[src/hw/rtl/wpd_pkg.sv]
// Shared constants and types for the waveform packet deframer.
package wpd_pkg;

  localparam int unsigned WINDOWS_PER_ROI    = 4;
  localparam int unsigned MAX_ROI            = 512;
  localparam int unsigned MAX_WAVEFORMS      = 64;
  localparam int unsigned SAMPLES_PER_WINDOW = 64;

  localparam int unsigned WIN_W = (WINDOWS_PER_ROI > 1) ? $clog2(WINDOWS_PER_ROI) : 1;
  localparam int unsigned ROI_W = $clog2(MAX_ROI + 1);
  localparam int unsigned WF_W  = $clog2(MAX_WAVEFORMS + 1);
  localparam int unsigned SWL_W = $clog2(SAMPLES_PER_WINDOW / 2 + 1);

  localparam int unsigned WORD_W   = 32;
  localparam int unsigned REF_W    = 16;
  localparam int unsigned CHAN_W   = 7;
  localparam int unsigned WINNUM_W = 9;
  localparam int unsigned ROIIDX_W = 9;
  localparam int unsigned SLOT_W   = 8;
  localparam int unsigned SAMPLE_W = 12;
  localparam int unsigned POS_W    = 5;

  localparam logic [WORD_W-1:0] TRUNC_MARKER_RESET = 32'h00be11e2;

  // Configuration register indexes.
  localparam logic [1:0] CFG_HEADER_WORD   = 2'd0;
  localparam logic [1:0] CFG_TYPE_WORD     = 2'd1;
  localparam logic [1:0] CFG_TRUNC_MARKER  = 2'd2;

  typedef struct packed {
    logic [WORD_W-1:0] header_word;
    logic [WORD_W-1:0] waveform_type_word;
    logic [WORD_W-1:0] truncation_marker;
  } cfg_t;

  // Both results of one sample word; they differ only in slot, value, end and last.
  typedef struct packed {
    logic [WORD_W-1:0]   event_number;
    logic [WORD_W-1:0]   module_id;
    logic [REF_W-1:0]    reference_window;
    logic [CHAN_W-1:0]   channel_address;
    logic [WINNUM_W-1:0] window_number;
    logic [ROIIDX_W-1:0] roi_index;
    logic [SLOT_W-1:0]   slot;
    logic [SAMPLE_W-1:0] value_lo;
    logic [SAMPLE_W-1:0] value_hi;
    logic                truncated;
    logic                roi_end;
  } res_pair_t;

endpackage

[src/hw/rtl/wpd_parser.sv]
// Packet parser: phase tracking, header capture and sample unpacking for one word.
module wpd_parser (
  input  logic                       clk,
  input  logic                       rst_n,
  input  logic                       in_fire,
  input  logic [wpd_pkg::WORD_W-1:0] in_data_word,
  input  wpd_pkg::cfg_t              cfg,
  output logic                       emit,
  output wpd_pkg::res_pair_t         pair
);

  localparam logic [3:0] PH_HUNT    = 4'd0;
  localparam logic [3:0] PH_SKIP    = 4'd1;
  localparam logic [3:0] PH_TYPE    = 4'd2;
  localparam logic [3:0] PH_MODULE  = 4'd3;
  localparam logic [3:0] PH_REF     = 4'd4;
  localparam logic [3:0] PH_EVENT   = 4'd5;
  localparam logic [3:0] PH_COUNT   = 4'd6;
  localparam logic [3:0] PH_WHDR    = 4'd7;
  localparam logic [3:0] PH_WNS     = 4'd8;
  localparam logic [3:0] PH_SAMPLES = 4'd9;

  localparam logic [wpd_pkg::WIN_W-1:0] WIN_LAST =
    wpd_pkg::WIN_W'(wpd_pkg::WINDOWS_PER_ROI - 1);

  logic [3:0]                    phase_r, phase_nxt;
  logic [wpd_pkg::WORD_W-1:0]    event_r, event_nxt;
  logic                          ev_seen_r, ev_seen_nxt;
  logic [wpd_pkg::WORD_W-1:0]    module_r, module_nxt;
  logic [wpd_pkg::REF_W-1:0]     ref_r, ref_nxt;
  logic [wpd_pkg::WF_W-1:0]      wf_left_r, wf_left_nxt;
  logic [wpd_pkg::SWL_W-1:0]     swl_r, swl_nxt;
  logic [wpd_pkg::POS_W-1:0]     pos_r, pos_nxt;
  logic [15:0]                   whdr_r, whdr_nxt;
  logic [wpd_pkg::ROI_W-1:0]     roi_r, roi_nxt;
  logic [wpd_pkg::WIN_W-1:0]     win_r, win_nxt;
  logic                          trunc_r, trunc_nxt;

  logic [wpd_pkg::WIN_W-1:0]     win_s;
  logic                          trunc_s;
  logic [wpd_pkg::SWL_W-1:0]     swl_dec;
  logic [wpd_pkg::WF_W-1:0]      wf_dec;
  logic                          roi_room;

  // Remaining-waveform count after the current waveform is done.
  assign wf_dec   = (wf_left_r != '0) ? wf_left_r - 1'b1 : wf_left_r;
  assign swl_dec  = (swl_r != '0) ? swl_r - 1'b1 : swl_r;
  assign roi_room = (roi_r < wpd_pkg::ROI_W'(wpd_pkg::MAX_ROI));

  // The truncation marker forces the ROI to its last window before unpacking.
  assign win_s   = (in_data_word == cfg.truncation_marker) ? WIN_LAST : win_r;
  assign trunc_s = (in_data_word == cfg.truncation_marker) ? 1'b1 : trunc_r;

  always_comb begin
    phase_nxt   = phase_r;
    event_nxt   = event_r;
    ev_seen_nxt = ev_seen_r;
    module_nxt  = module_r;
    ref_nxt     = ref_r;
    wf_left_nxt = wf_left_r;
    swl_nxt     = swl_r;
    pos_nxt     = pos_r;
    whdr_nxt    = whdr_r;
    roi_nxt     = roi_r;
    win_nxt     = win_r;
    trunc_nxt   = trunc_r;
    emit        = 1'b0;

    case (phase_r)
      PH_SKIP: begin
        phase_nxt = PH_TYPE;
      end
      PH_TYPE: begin
        if (in_data_word == cfg.waveform_type_word) begin
          phase_nxt = PH_MODULE;
        end else begin
          phase_nxt = (in_data_word == cfg.header_word) ? PH_SKIP : PH_HUNT;
        end
      end
      PH_MODULE: begin
        module_nxt = in_data_word;
        phase_nxt  = PH_REF;
      end
      PH_REF: begin
        ref_nxt   = in_data_word[wpd_pkg::REF_W-1:0];
        phase_nxt = PH_EVENT;
      end
      PH_EVENT: begin
        if (ev_seen_r && (event_r != in_data_word)) begin
          roi_nxt = '0;
        end
        event_nxt   = in_data_word;
        ev_seen_nxt = 1'b1;
        phase_nxt   = PH_COUNT;
      end
      PH_COUNT: begin
        if ((in_data_word == '0) ||
            (in_data_word > wpd_pkg::WORD_W'(wpd_pkg::MAX_WAVEFORMS))) begin
          phase_nxt = PH_HUNT;
        end else begin
          wf_left_nxt = in_data_word[wpd_pkg::WF_W-1:0];
          phase_nxt   = PH_WHDR;
        end
      end
      PH_WHDR: begin
        whdr_nxt  = in_data_word[15:0];
        trunc_nxt = 1'b0;
        phase_nxt = PH_WNS;
      end
      PH_WNS: begin
        if (in_data_word > wpd_pkg::WORD_W'(wpd_pkg::SAMPLES_PER_WINDOW)) begin
          // Oversize waveform: skipped without advancing the window.
          wf_left_nxt = wf_dec;
          phase_nxt   = (wf_dec != '0) ? PH_WHDR : PH_HUNT;
        end else begin
          swl_nxt = in_data_word[wpd_pkg::SWL_W:1];
          pos_nxt = '0;
          if (in_data_word[wpd_pkg::SWL_W:1] == '0) begin
            if (win_r == WIN_LAST) begin
              win_nxt = '0;
              if (roi_room) roi_nxt = roi_r + 1'b1;
            end else begin
              win_nxt = win_r + 1'b1;
            end
            wf_left_nxt = wf_dec;
            phase_nxt   = (wf_dec != '0) ? PH_WHDR : PH_HUNT;
          end else begin
            phase_nxt = PH_SAMPLES;
          end
        end
      end
      PH_SAMPLES: begin
        emit      = roi_room;
        win_nxt   = win_s;
        trunc_nxt = trunc_s;
        pos_nxt   = pos_r + 1'b1;
        swl_nxt   = swl_dec;
        if (swl_dec == '0) begin
          if (win_s == WIN_LAST) begin
            win_nxt = '0;
            if (roi_room) roi_nxt = roi_r + 1'b1;
          end else begin
            win_nxt = win_s + 1'b1;
          end
          wf_left_nxt = wf_dec;
          phase_nxt   = (wf_dec != '0) ? PH_WHDR : PH_HUNT;
        end
      end
      default: begin
        phase_nxt = (in_data_word == cfg.header_word) ? PH_SKIP : PH_HUNT;
      end
    endcase
  end

  always_comb begin
    pair.event_number     = event_r;
    pair.module_id        = module_r;
    pair.reference_window = ref_r;
    pair.channel_address  = whdr_r[15:9];
    pair.window_number    = whdr_r[8:0];
    pair.roi_index        = wpd_pkg::ROIIDX_W'(roi_r);
    pair.slot             = wpd_pkg::SLOT_W'({win_s, 6'b0}) +
                            wpd_pkg::SLOT_W'({pos_r, 1'b0});
    pair.value_lo         = in_data_word[wpd_pkg::SAMPLE_W-1:0];
    pair.value_hi         = in_data_word[16 +: wpd_pkg::SAMPLE_W];
    pair.truncated        = trunc_s;
    pair.roi_end          = (swl_r == wpd_pkg::SWL_W'(1)) && (win_s == WIN_LAST);
  end

  always_ff @(posedge clk) begin
    if (!rst_n) begin
      phase_r   <= PH_HUNT;
      event_r   <= '0;
      ev_seen_r <= 1'b0;
      module_r  <= '0;
      ref_r     <= '0;
      wf_left_r <= '0;
      swl_r     <= '0;
      pos_r     <= '0;
      whdr_r    <= '0;
      roi_r     <= '0;
      win_r     <= '0;
      trunc_r   <= 1'b0;
    end else if (in_fire) begin
      phase_r   <= phase_nxt;
      event_r   <= event_nxt;
      ev_seen_r <= ev_seen_nxt;
      module_r  <= module_nxt;
      ref_r     <= ref_nxt;
      wf_left_r <= wf_left_nxt;
      swl_r     <= swl_nxt;
      pos_r     <= pos_nxt;
      whdr_r    <= whdr_nxt;
      roi_r     <= roi_nxt;
      win_r     <= win_nxt;
      trunc_r   <= trunc_nxt;
    end
  end

`ifndef SYNTHESIS
  a_roi_bounded: assert property (@(posedge clk) disable iff (!rst_n)
    roi_r <= wpd_pkg::ROI_W'(wpd_pkg::MAX_ROI))
    else $error("roi counter beyond capacity");

  a_samples_have_words: assert property (@(posedge clk) disable iff (!rst_n)
    (phase_r == PH_SAMPLES) |-> (swl_r != '0) && (wf_left_r != '0))
    else $error("sample phase without words or waveforms left");

  a_emit_only_samples: assert property (@(posedge clk) disable iff (!rst_n)
    emit |-> (phase_r == PH_SAMPLES))
    else $error("results outside the sample phase");
`endif

endmodule

[src/hw/rtl/wpd_out_buf.sv]
// Result register holding one sample word's pair and handing it out one item at a time.
module wpd_out_buf (
  input  logic                         clk,
  input  logic                         rst_n,
  input  logic                         load,
  input  wpd_pkg::res_pair_t           pair,
  output logic                         can_load,
  input  logic                         out_ready,
  output logic                         out_valid,
  output logic [wpd_pkg::WORD_W-1:0]   out_event_number,
  output logic [wpd_pkg::WORD_W-1:0]   out_module_id,
  output logic [wpd_pkg::REF_W-1:0]    out_reference_window,
  output logic [wpd_pkg::CHAN_W-1:0]   out_channel_address,
  output logic [wpd_pkg::WINNUM_W-1:0] out_window_number,
  output logic [wpd_pkg::ROIIDX_W-1:0] out_roi_index,
  output logic [wpd_pkg::SLOT_W-1:0]   out_sample_index,
  output logic [wpd_pkg::SAMPLE_W-1:0] out_sample_value,
  output logic                         out_truncated,
  output logic                         out_roi_end,
  output logic                         out_last
);

  wpd_pkg::res_pair_t pair_r;
  logic [1:0]         pend_r, pend_nxt;
  logic               second;
  logic               take;

  // pend_r counts the items of the held pair not yet taken.
  assign second   = (pend_r == 2'd1);
  assign take     = out_valid && out_ready;
  assign can_load = (pend_r == 2'd0) || (second && out_ready);

  always_comb begin
    pend_nxt = pend_r;
    if (take) pend_nxt = pend_r - 1'b1;
    if (load) pend_nxt = 2'd2;
  end

  always_ff @(posedge clk) begin
    if (!rst_n) begin
      pend_r <= 2'd0;
    end else begin
      pend_r <= pend_nxt;
    end
  end

  always_ff @(posedge clk) begin
    if (load) begin
      pair_r <= pair;
    end
  end

  assign out_valid            = (pend_r != 2'd0);
  assign out_event_number     = pair_r.event_number;
  assign out_module_id        = pair_r.module_id;
  assign out_reference_window = pair_r.reference_window;
  assign out_channel_address  = pair_r.channel_address;
  assign out_window_number    = pair_r.window_number;
  assign out_roi_index        = pair_r.roi_index;
  assign out_sample_index     = second ? pair_r.slot + 1'b1 : pair_r.slot;
  assign out_sample_value     = second ? pair_r.value_hi : pair_r.value_lo;
  assign out_truncated        = pair_r.truncated;
  assign out_roi_end          = second && pair_r.roi_end;
  assign out_last             = second;

`ifndef SYNTHESIS
  a_load_when_free: assert property (@(posedge clk) disable iff (!rst_n)
    load |-> (pend_r == 2'd0) || (second && out_ready))
    else $error("pair loaded over an untaken item");

  a_first_then_second: assert property (@(posedge clk) disable iff (!rst_n)
    (pend_r == 2'd2 && out_ready) |=> (pend_r == 2'd1))
    else $error("second item of a pair lost");

  a_drain: assert property (@(posedge clk) disable iff (!rst_n)
    (second && out_ready && !load) |=> (pend_r == 2'd0))
    else $error("buffer did not empty after last item");
`endif

endmodule

[src/hw/rtl/waveform_packet_deframer.sv]
// Top level of the waveform packet deframer: configuration registers and channel glue.
//
// One readout word is accepted per clock unless a sample word stalls. Header, count and
// waveform-header words give no result and never stall; each sample word gives two items
// (low then high 12-bit sample), paced by the single result port draining the registered
// pair. The next word is taken in the same cycle as the second item of the previous pair,
// so there is no dead cycle between pairs. The user must write configuration through
// cfg_we/cfg_index/cfg_data only while the block is idle; the block does not enforce it.
module waveform_packet_deframer (
  input  logic                         clk,
  input  logic                         rst_n,
  input  logic                         in_valid,
  output logic                         in_ready,
  input  logic [wpd_pkg::WORD_W-1:0]   in_data_word,
  output logic                         out_valid,
  input  logic                         out_ready,
  output logic [wpd_pkg::WORD_W-1:0]   out_event_number,
  output logic [wpd_pkg::WORD_W-1:0]   out_module_id,
  output logic [wpd_pkg::REF_W-1:0]    out_reference_window,
  output logic [wpd_pkg::CHAN_W-1:0]   out_channel_address,
  output logic [wpd_pkg::WINNUM_W-1:0] out_window_number,
  output logic [wpd_pkg::ROIIDX_W-1:0] out_roi_index,
  output logic [wpd_pkg::SLOT_W-1:0]   out_sample_index,
  output logic [wpd_pkg::SAMPLE_W-1:0] out_sample_value,
  output logic                         out_truncated,
  output logic                         out_roi_end,
  output logic                         out_last,
  input  logic                         cfg_we,
  input  logic [1:0]                   cfg_index,
  input  logic [wpd_pkg::WORD_W-1:0]   cfg_data
);

  wpd_pkg::cfg_t      cfg_r;
  wpd_pkg::res_pair_t pair;
  logic               emit;
  logic               in_fire;
  logic               can_load;

  always_ff @(posedge clk) begin
    if (!rst_n) begin
      cfg_r.header_word        <= '0;
      cfg_r.waveform_type_word <= '0;
      cfg_r.truncation_marker  <= wpd_pkg::TRUNC_MARKER_RESET;
    end else if (cfg_we) begin
      case (cfg_index)
        wpd_pkg::CFG_HEADER_WORD:  cfg_r.header_word        <= cfg_data;
        wpd_pkg::CFG_TYPE_WORD:    cfg_r.waveform_type_word <= cfg_data;
        wpd_pkg::CFG_TRUNC_MARKER: cfg_r.truncation_marker  <= cfg_data;
        default: ;
      endcase
    end
  end

  // Only a word that yields a pair has to wait for room in the result register.
  assign in_ready = can_load || !emit;
  assign in_fire  = in_valid && in_ready;

  wpd_parser u_parser (
    .clk          (clk),
    .rst_n        (rst_n),
    .in_fire      (in_fire),
    .in_data_word (in_data_word),
    .cfg          (cfg_r),
    .emit         (emit),
    .pair         (pair)
  );

  wpd_out_buf u_out_buf (
    .clk                  (clk),
    .rst_n                (rst_n),
    .load                 (in_fire && emit),
    .pair                 (pair),
    .can_load             (can_load),
    .out_ready            (out_ready),
    .out_valid            (out_valid),
    .out_event_number     (out_event_number),
    .out_module_id        (out_module_id),
    .out_reference_window (out_reference_window),
    .out_channel_address  (out_channel_address),
    .out_window_number    (out_window_number),
    .out_roi_index        (out_roi_index),
    .out_sample_index     (out_sample_index),
    .out_sample_value     (out_sample_value),
    .out_truncated        (out_truncated),
    .out_roi_end          (out_roi_end),
    .out_last             (out_last)
  );

endmodule
[config.mk]
export PLATFORM = sky130hd
export DESIGN_NAME = waveform_packet_deframer
export DESIGN_NICKNAME = d
export VERILOG_FILES = /design/src/hw/rtl/wpd_pkg.sv /design/src/hw/rtl/wpd_parser.sv /design/src/hw/rtl/wpd_out_buf.sv /design/src/hw/rtl/waveform_packet_deframer.sv
export SDC_FILE = /design/constraint.sdc
export NUM_CORES = 1
export LEC_CHECK = 0
export ABC_CLOCK_PERIOD_IN_PS = 6850
export BUFFER_PORTS_ARGS = -buffer_cell sky130_fd_sc_hd__buf_2
export CAP_MARGIN = 0
export CORE_MARGIN = 2
export CORE_UTILIZATION = 47
export DETAILED_ROUTE_END_ITERATION = 10
export PLACE_DENSITY = 0.68
export SLEW_MARGIN = 5
export SYNTH_ARGS = -nofsm -noshare
export SYNTH_HDL_FRONTEND = slang
export SYNTH_HIERARCHICAL = 1
export SYNTH_SLANG_ARGS = --single-unit
[constraint.sdc]
create_clock -name clk -period 6.85 [get_ports clk]
set_clock_uncertainty 0.2 [all_clocks]
set_input_delay 0.685 -clock clk [delete_from_list [all_inputs] [get_ports clk]]
set_output_delay 0.685 -clock clk [all_outputs]
set_load 0.005 [all_outputs]
# Word level (Yosys, flattened, before mapping)
# Cells that the tools add are included.
totals:
  reg_bits: 369
  latch_bits: 0
  mem_bits_rw: 0
  mem_bits_ro: 0
  in_bits: 71
  output_inout_bits: 130
  wordCells: 147
  memories: 0
op_classes:
  add_sub_neg: 9
  n_mul: 0
  div: 0
  n_lt_le_gt_ge: 2
  n_eq_ne: 27
  shifts: 0
  mux: 41
  n_bitwise: 1
  reduce_logical: 39
ops:
  columns: ["cell", "n"]
  rows:
  - ["32-bit equality test", 3]
  - ["10-bit 2-to-1 mux", 7]
  - ["4-bit one-hot mux with 9 select lines", 1]
  - ["7-bit 2-to-1 mux", 5]
  - ["32-bit by 7-bit greater-than comparator with 1-bit output (second input constant)", 1]
  - ["32-bit zero test", 1]
  - ["32-bit != test", 1]
  - ["10-bit one-hot mux with 3 select lines", 1]
  - ["7-bit one-hot mux with 3 select lines", 1]
  - ["2-bit AND reduction", 9]
  - ["4-bit by 3-bit equality test with 1-bit output (second input constant)", 4]
  - ["2-bit 2-to-1 mux", 8]
  - ["4-bit 2-to-1 mux", 4]
  - ["7-bit nonzero test", 2]
  - ["6-bit zero test", 2]
  - ["12-bit 2-to-1 mux", 1]
  - ["6-bit 2-to-1 mux", 2]
  - ["6-bit one-hot mux with 2 select lines", 1]
  - ["10-bit by 1-bit adder with 10-bit output (second input constant)", 1]
  - ["10-bit < comparator (second input constant)", 1]
  - ["2-bit by 1-bit != test with 1-bit output (second input constant)", 5]
  - ["5-bit one-hot mux with 2 select lines", 1]
  - ["8-bit by 1-bit adder with 8-bit output (second input constant)", 1]
  - ["8-bit by 6-bit adder with 8-bit output", 1]
  - ["32 further kinds", 55]

# Longest topological paths before layout
depth:
  word_depth: 7
  depth_mapped: 16
  depth_no_buf: 12

# Modules after synthesis
# The synthesis kept the hierarchy.
by_module_without_submodules:
  columns: ["mod", "instances", "cells_each", "area_each_um2", "seq_area_each_um2"]
  rows:
  - ["wpd_parser", 1, 994, 7569.8, 2642.5]
  - ["wpd_out_buf", 1, 291, 5395.2, 4214.0]
  - ["waveform_packet_deframer", 1, 367, 3694.8, 1921.8]

# Worst setup path before layout
# OpenSTA, ideal clock, no wires.
synth_timing:
  path_kind: "register to register"
  from: "register u_parser.phase_r[3]"
  to: "register u_out_buf.pair_r (netlist bit u_out_buf/out_channel_address[0]), enable pin"
  setup_ns: 0.517
  t_arrival_ns: 4.521
  required_time_ns: 6.133
  setup_slack_ns: 1.611
  stages_incl_launch_ff: 8
  n_path_buf: 3
  synth_period_minus_slack_ns: 5.239
  path_cell_list: "dfxtp_1 clkbuf_1 and2_1 buf_2 nand2_1 clkbuf_1 nor2_1 and3_1"
synth_between:
  elab_chain_cells: 6
synth_rtl:
  columns: ["item", "line_no", "text"]
  rows:
  - ["start: declaration", "wpd_parser.sv:26", "logic [3:0] phase_r, phase_nxt;"]
  - ["start signal: assignment", "wpd_parser.sv:185", "phase_r <= phase_nxt;"]
  - ["4-bit equality test (*)", "wpd_parser.sv:69", "case (phase_r)"]
  - ["1-bit 2-to-1 mux (*)", "wpd_parser.sv:69", null]
  - ["via emit", "waveform_packet_deframer.sv:35", "logic emit;"]
  - ["1-bit zero test", "waveform_packet_deframer.sv:55", "assign in_ready = can_load || !emit;"]
  - ["1-bit logical OR", "waveform_packet_deframer.sv:55", null]
  - ["1-bit logical AND", "waveform_packet_deframer.sv:56", "assign in_fire = in_valid && in_ready;"]
  - ["1-bit logical AND (*)", "waveform_packet_deframer.sv:71", ".load (in_fire && emit),"]
  - ["end signal: assignment", "wpd_out_buf.sv:49", "pair_r <= pair;"]
  - ["end: declaration", "wpd_out_buf.sv:23", "wpd_pkg::res_pair_t pair_r;"]
# Mark *: on every way through the listed nets, which the timed path passes. The rest lies on a longest branch.
# A chain may end at the register's enable or synchronous reset.

# Final worst setup path
layout_timing:
  from: "register u_parser.phase_r[2]"
  to: "register u_parser/swl_r[0] (netlist bit)"
layout_between:
  elab_chain_cells: 6
  word_cells_on_any_way: 10
  classes_between: "eq/ne: 3; mux: 2; reduce/logical: 5"
layout_rtl:
  columns: ["item", "line_no", "text"]
  rows:
  - ["4-bit equality test", "wpd_parser.sv:69", null]
  - ["1-bit 2-to-1 mux", "wpd_parser.sv:69", null]
  - ["via emit", "waveform_packet_deframer.sv:35", null]
  - ["1-bit zero test", "waveform_packet_deframer.sv:55", null]
  - ["1-bit logical OR", "waveform_packet_deframer.sv:55", null]
  - ["1-bit logical AND", "waveform_packet_deframer.sv:56", null]
  - ["via in_fire", "waveform_packet_deframer.sv:36", "logic in_fire;"]
  - ["3-bit AND reduction (no source line)", null, null]
  - ["end signal: assignment", "wpd_parser.sv:191", "swl_r <= swl_nxt;"]
  - ["end: declaration", "wpd_parser.sv:32", "logic [wpd_pkg::SWL_W-1:0] swl_r, swl_nxt;"]
# The timed path passes the listed nets, and every way through them passes these cells.

==> flow_metrics.tcl <==
set metrics [dict create \
    syn-mean-instance-area_um2 10.08 \
    root_buffer "clkbuf_16" \
    rsz0062_at_grt "no" \
    antenna_found_initial 0 \
    fp.dieH_um 192.3 \
    final_max_slew_viol_count 0 \
    timing_worst_setup_path_type "reg2reg" \
    grt_first_pass_wirelength_um 68650 \
    drive_gt1_share_pct 18.68 \
    grt_use_total_pct 24.86 \
    port_buffers 200 \
    worstHoldPathType "reg2reg" \
    synthFlopType "dfxtp_1" \
    ys_types 71 \
    grt_overflow 0 \
    worstSetupStartpointType "register" \
    synth-adder-area-share_pct 0.9012 \
    power_density_nw_per_um2 266.5 \
    wl_um 46920 \
    diodes 0 \
    postCtsSetupBuffers 0 \
    cp.arrival_ns 4.28 \
    whs_ns 0.2203 \
    fillers 3112 \
    ir_worst_vdd_v 0.0001818 \
    status "completed" \
    hold_buffers 0 \
    synth-compound-area-share_pct 7.555 \
    maxCapViolCount 0 \
    synth_edf_count 139 \
    async_reset_ff_share_pct 0 \
    ff_latch_area_um2 8778 \
    cp.required_ns 7.04 \
    fmax_mhz 244.3 \
    finalCritPeriodShare_pct 59.76 \
    row_count 68 \
    synth_area_um2 16660 \
    clkLatencyLatePin_ns 0.54 \
    chipWidth_um 192.3 \
    multi_input_area_um2 6232 \
    grt_start_max_net_pins 79 \
    critPathMaxFanout 14 \
    grt_pass1_vias 11390 \
    dp_hpwl_um 32920 \
    fin_setup_tns_ns 0 \
    dr.pass1.iters 5 \
    via_per_inst 5.524 \
    drc_errors 0 \
    areaGrowthSynthToFinish_pct 9.065 \
    clk_pin_slew_ns 0.06 \
    start_util_pct 47.99 \
    place.gp.congestion 0.9583 \
    hold_violations 0 \
    synth_warnings 6 \
    netlist_instances 1652 \
    power.leakage_nw 6.941 \
    ys_seq_area_share_pct 52.69 \
    clock_sinks 369 \
    setup_violations 0 \
    worstSetupEndpointType "register" \
    syn_nets 1735 \
    io_pins 201 \
    fin_nets 1743 \
    antenna_left 0 \
    synth-simple-area-share_pct 15.13 \
    dieArea_um2 36970 \
    synth_top_family_by_area "simple AND/OR/NAND/NOR gates" \
    wl_per_cell_um 21.85 \
    drtIter0Drc 1228 \
    cts_resized 0 \
    vias 11860 \
    htreeDepth 2 \
    synth_seq_cells 369 \
    cts_buffers 40 \
    cts_tree "yes" \
    worst_pin_slew_ns 0.9771 \
    fin_crit_ns 4.094 \
    max-slew-margin-rel_pct 34.67 \
    clk_path_buf_depth 3 \
    core_um2 34710 \
    synth_mux_area_share_pct 6.106 \
    synthXorXnorAreaFrac_pct 7.570 \
]
## worst max-delay path: stages, from the launching register on
cell and delay, ns:
dfxtp_1 0.62, nor2_1 0.17, and2_1 0.33, nand2_1 0.44, nor2_1 0.12, nand2b_1 0.13
and2_1 0.40, inv_1 0.28, nor2_1 0.32, o21ai_1 0.35, a31oi_1 0.34, a2bb2oi_1 0.18
nor2_1 0.06
## path summary, 6_finish.rpt
kind | endpoint | slack (ns) | depth (start not counted) | from
worst max-delay path | u_parser/swl_r[0] | 2.76 | 12 | u_parser/phase_r[2]
worst min-delay path | u_out_buf/out_channel_address[4] | 0.22 | 0 | u_parser/whdr_r[13]
worst max register to register | u_parser/swl_r[0] | 2.76 | 12 | u_parser/phase_r[2]
worst min register to register | u_out_buf/out_channel_address[4] | 0.22 | 0 | u_parser/whdr_r[13]
## layout make-up
type / count / share of cell area (%)
Clock buffer: 56 / 6.466
Clock inverter: 18 / 1.240
Inverter: 23 / 0.4889
Multi-Input combinational cell: 1013 / 34.30
Sequential cell: 369 / 48.31
Tap cell: 455 / 3.133
Timing Repair Buffer: 213 / 6.060
## cells by family (layout without fill, tap and decap cells)
kind of cell | count (synthesis) | after routing
AO/OA/AOI/OAI | 208 | 208
AND/OR/NAND/NOR | 548 | 548
buffers and inverters | 270 | 310
other | 1 | 1
multiplexers | 100 | 100
flip-flops | 369 | 369
XOR/XNOR | 144 | 144
adder cells (fa/ha/maj) | 12 | 12
## power breakdown
part | leakage, nW | internal, mW | switching [mW]
Clock | 0.686 | 1.39 | 0.879
Combinational | 3.05 | 0.0975 | 0.169
Sequential | 3.21 | 2.28 | 0.0214
Total | 6.94 | 3.77 | 1.07
## per-layer routing
| metal | global-route usage [%] | wire length, µm | part of all wire, % |
|---|---|---|---|
| met5 | 0 | 0 | 0 |
| met4 | 11.36 | 2169 | 4.6 |
| met3 | 4.765 | 3226 | 6.9 |
| met2 | 40.22 | 21980 | 47 |
| met1 | 32.30 | 19540 | 42 |
## layout by cell type (no fill, tap or decap), types with 4 or more instances in the layout
master / count
a21oi_1: 122
a31oi_1: 14
and2_1: 6
and3_1: 11
buf_2: 199
buf_4: 14
bufinv_16: 5
clkbuf_1: 8
clkbuf_16: 43
clkbuf_8: 5
clkinv_2: 7
dfxtp_1: 230
edfxtp_1: 139
ha_1: 12
inv_1: 22
mux2_2: 13
mux2i_1: 87
nand2_1: 357
nand2b_1: 7
nand3_1: 11
nand3b_1: 6
nand4_1: 37
nand4b_1: 12
nor2_1: 41
nor3_1: 11
nor4_1: 18
o211ai_1: 16
o21ai_0: 18
o21ai_1: 5
or3_1: 4
xnor2_1: 114
xor2_1: 30
## per-stage QoR
step	instance area (µm²)	power (mW)	setup WS, ns	util [%]	std cells
after floorplan	16660	2.532	1.611	-	1652
after global placement	16770	2.610	2.784	48.31	2073
after detailed placement	16770	2.615	2.847	48.31	2073
after CTS	18170	4.863	2.822	52.34	2147
after global routing	18170	4.976	2.511	52.34	2147
final	18170	4.843	2.757	52.34	2147
## state kept, by name, indices dropped and copies added (netlist names), 4 cells and up
name / flops
u_parser/wf_left_r: 7
u_out_buf/out_roi_index: 9
u_out_buf/out_reference_window: 16
cfg_r: 96
u_parser/phase_r: 4
u_out_buf/out_channel_address: 7
u_parser/event_r: 32
u_parser/swl_r: 6
u_parser/roi_r: 10
u_parser/module_r: 32
u_out_buf/out_module_id: 32
u_out_buf/out_window_number: 9
u_out_buf/out_event_number: 32
u_parser/whdr_r: 16
u_parser/pos_r: 5
u_parser/ref_r: 16
u_out_buf/pair_r: 33
## cells in the mapped netlist (all sizes together) (24+ instances only)
cell type,number,share of area (%)
nor2,44,1.0
edfxtp,139,25
a21oi,122,3.7
clkbuf,70,1.6
o21ai,24,0.74
xnor2,114,6.0
buf,177,7.9
dfxtp,230,28
mux2i,87,5.2
nand2,357,8.0
xor2,30,1.6
nand4,38,1.5
(Power assumes the default switching activity.)
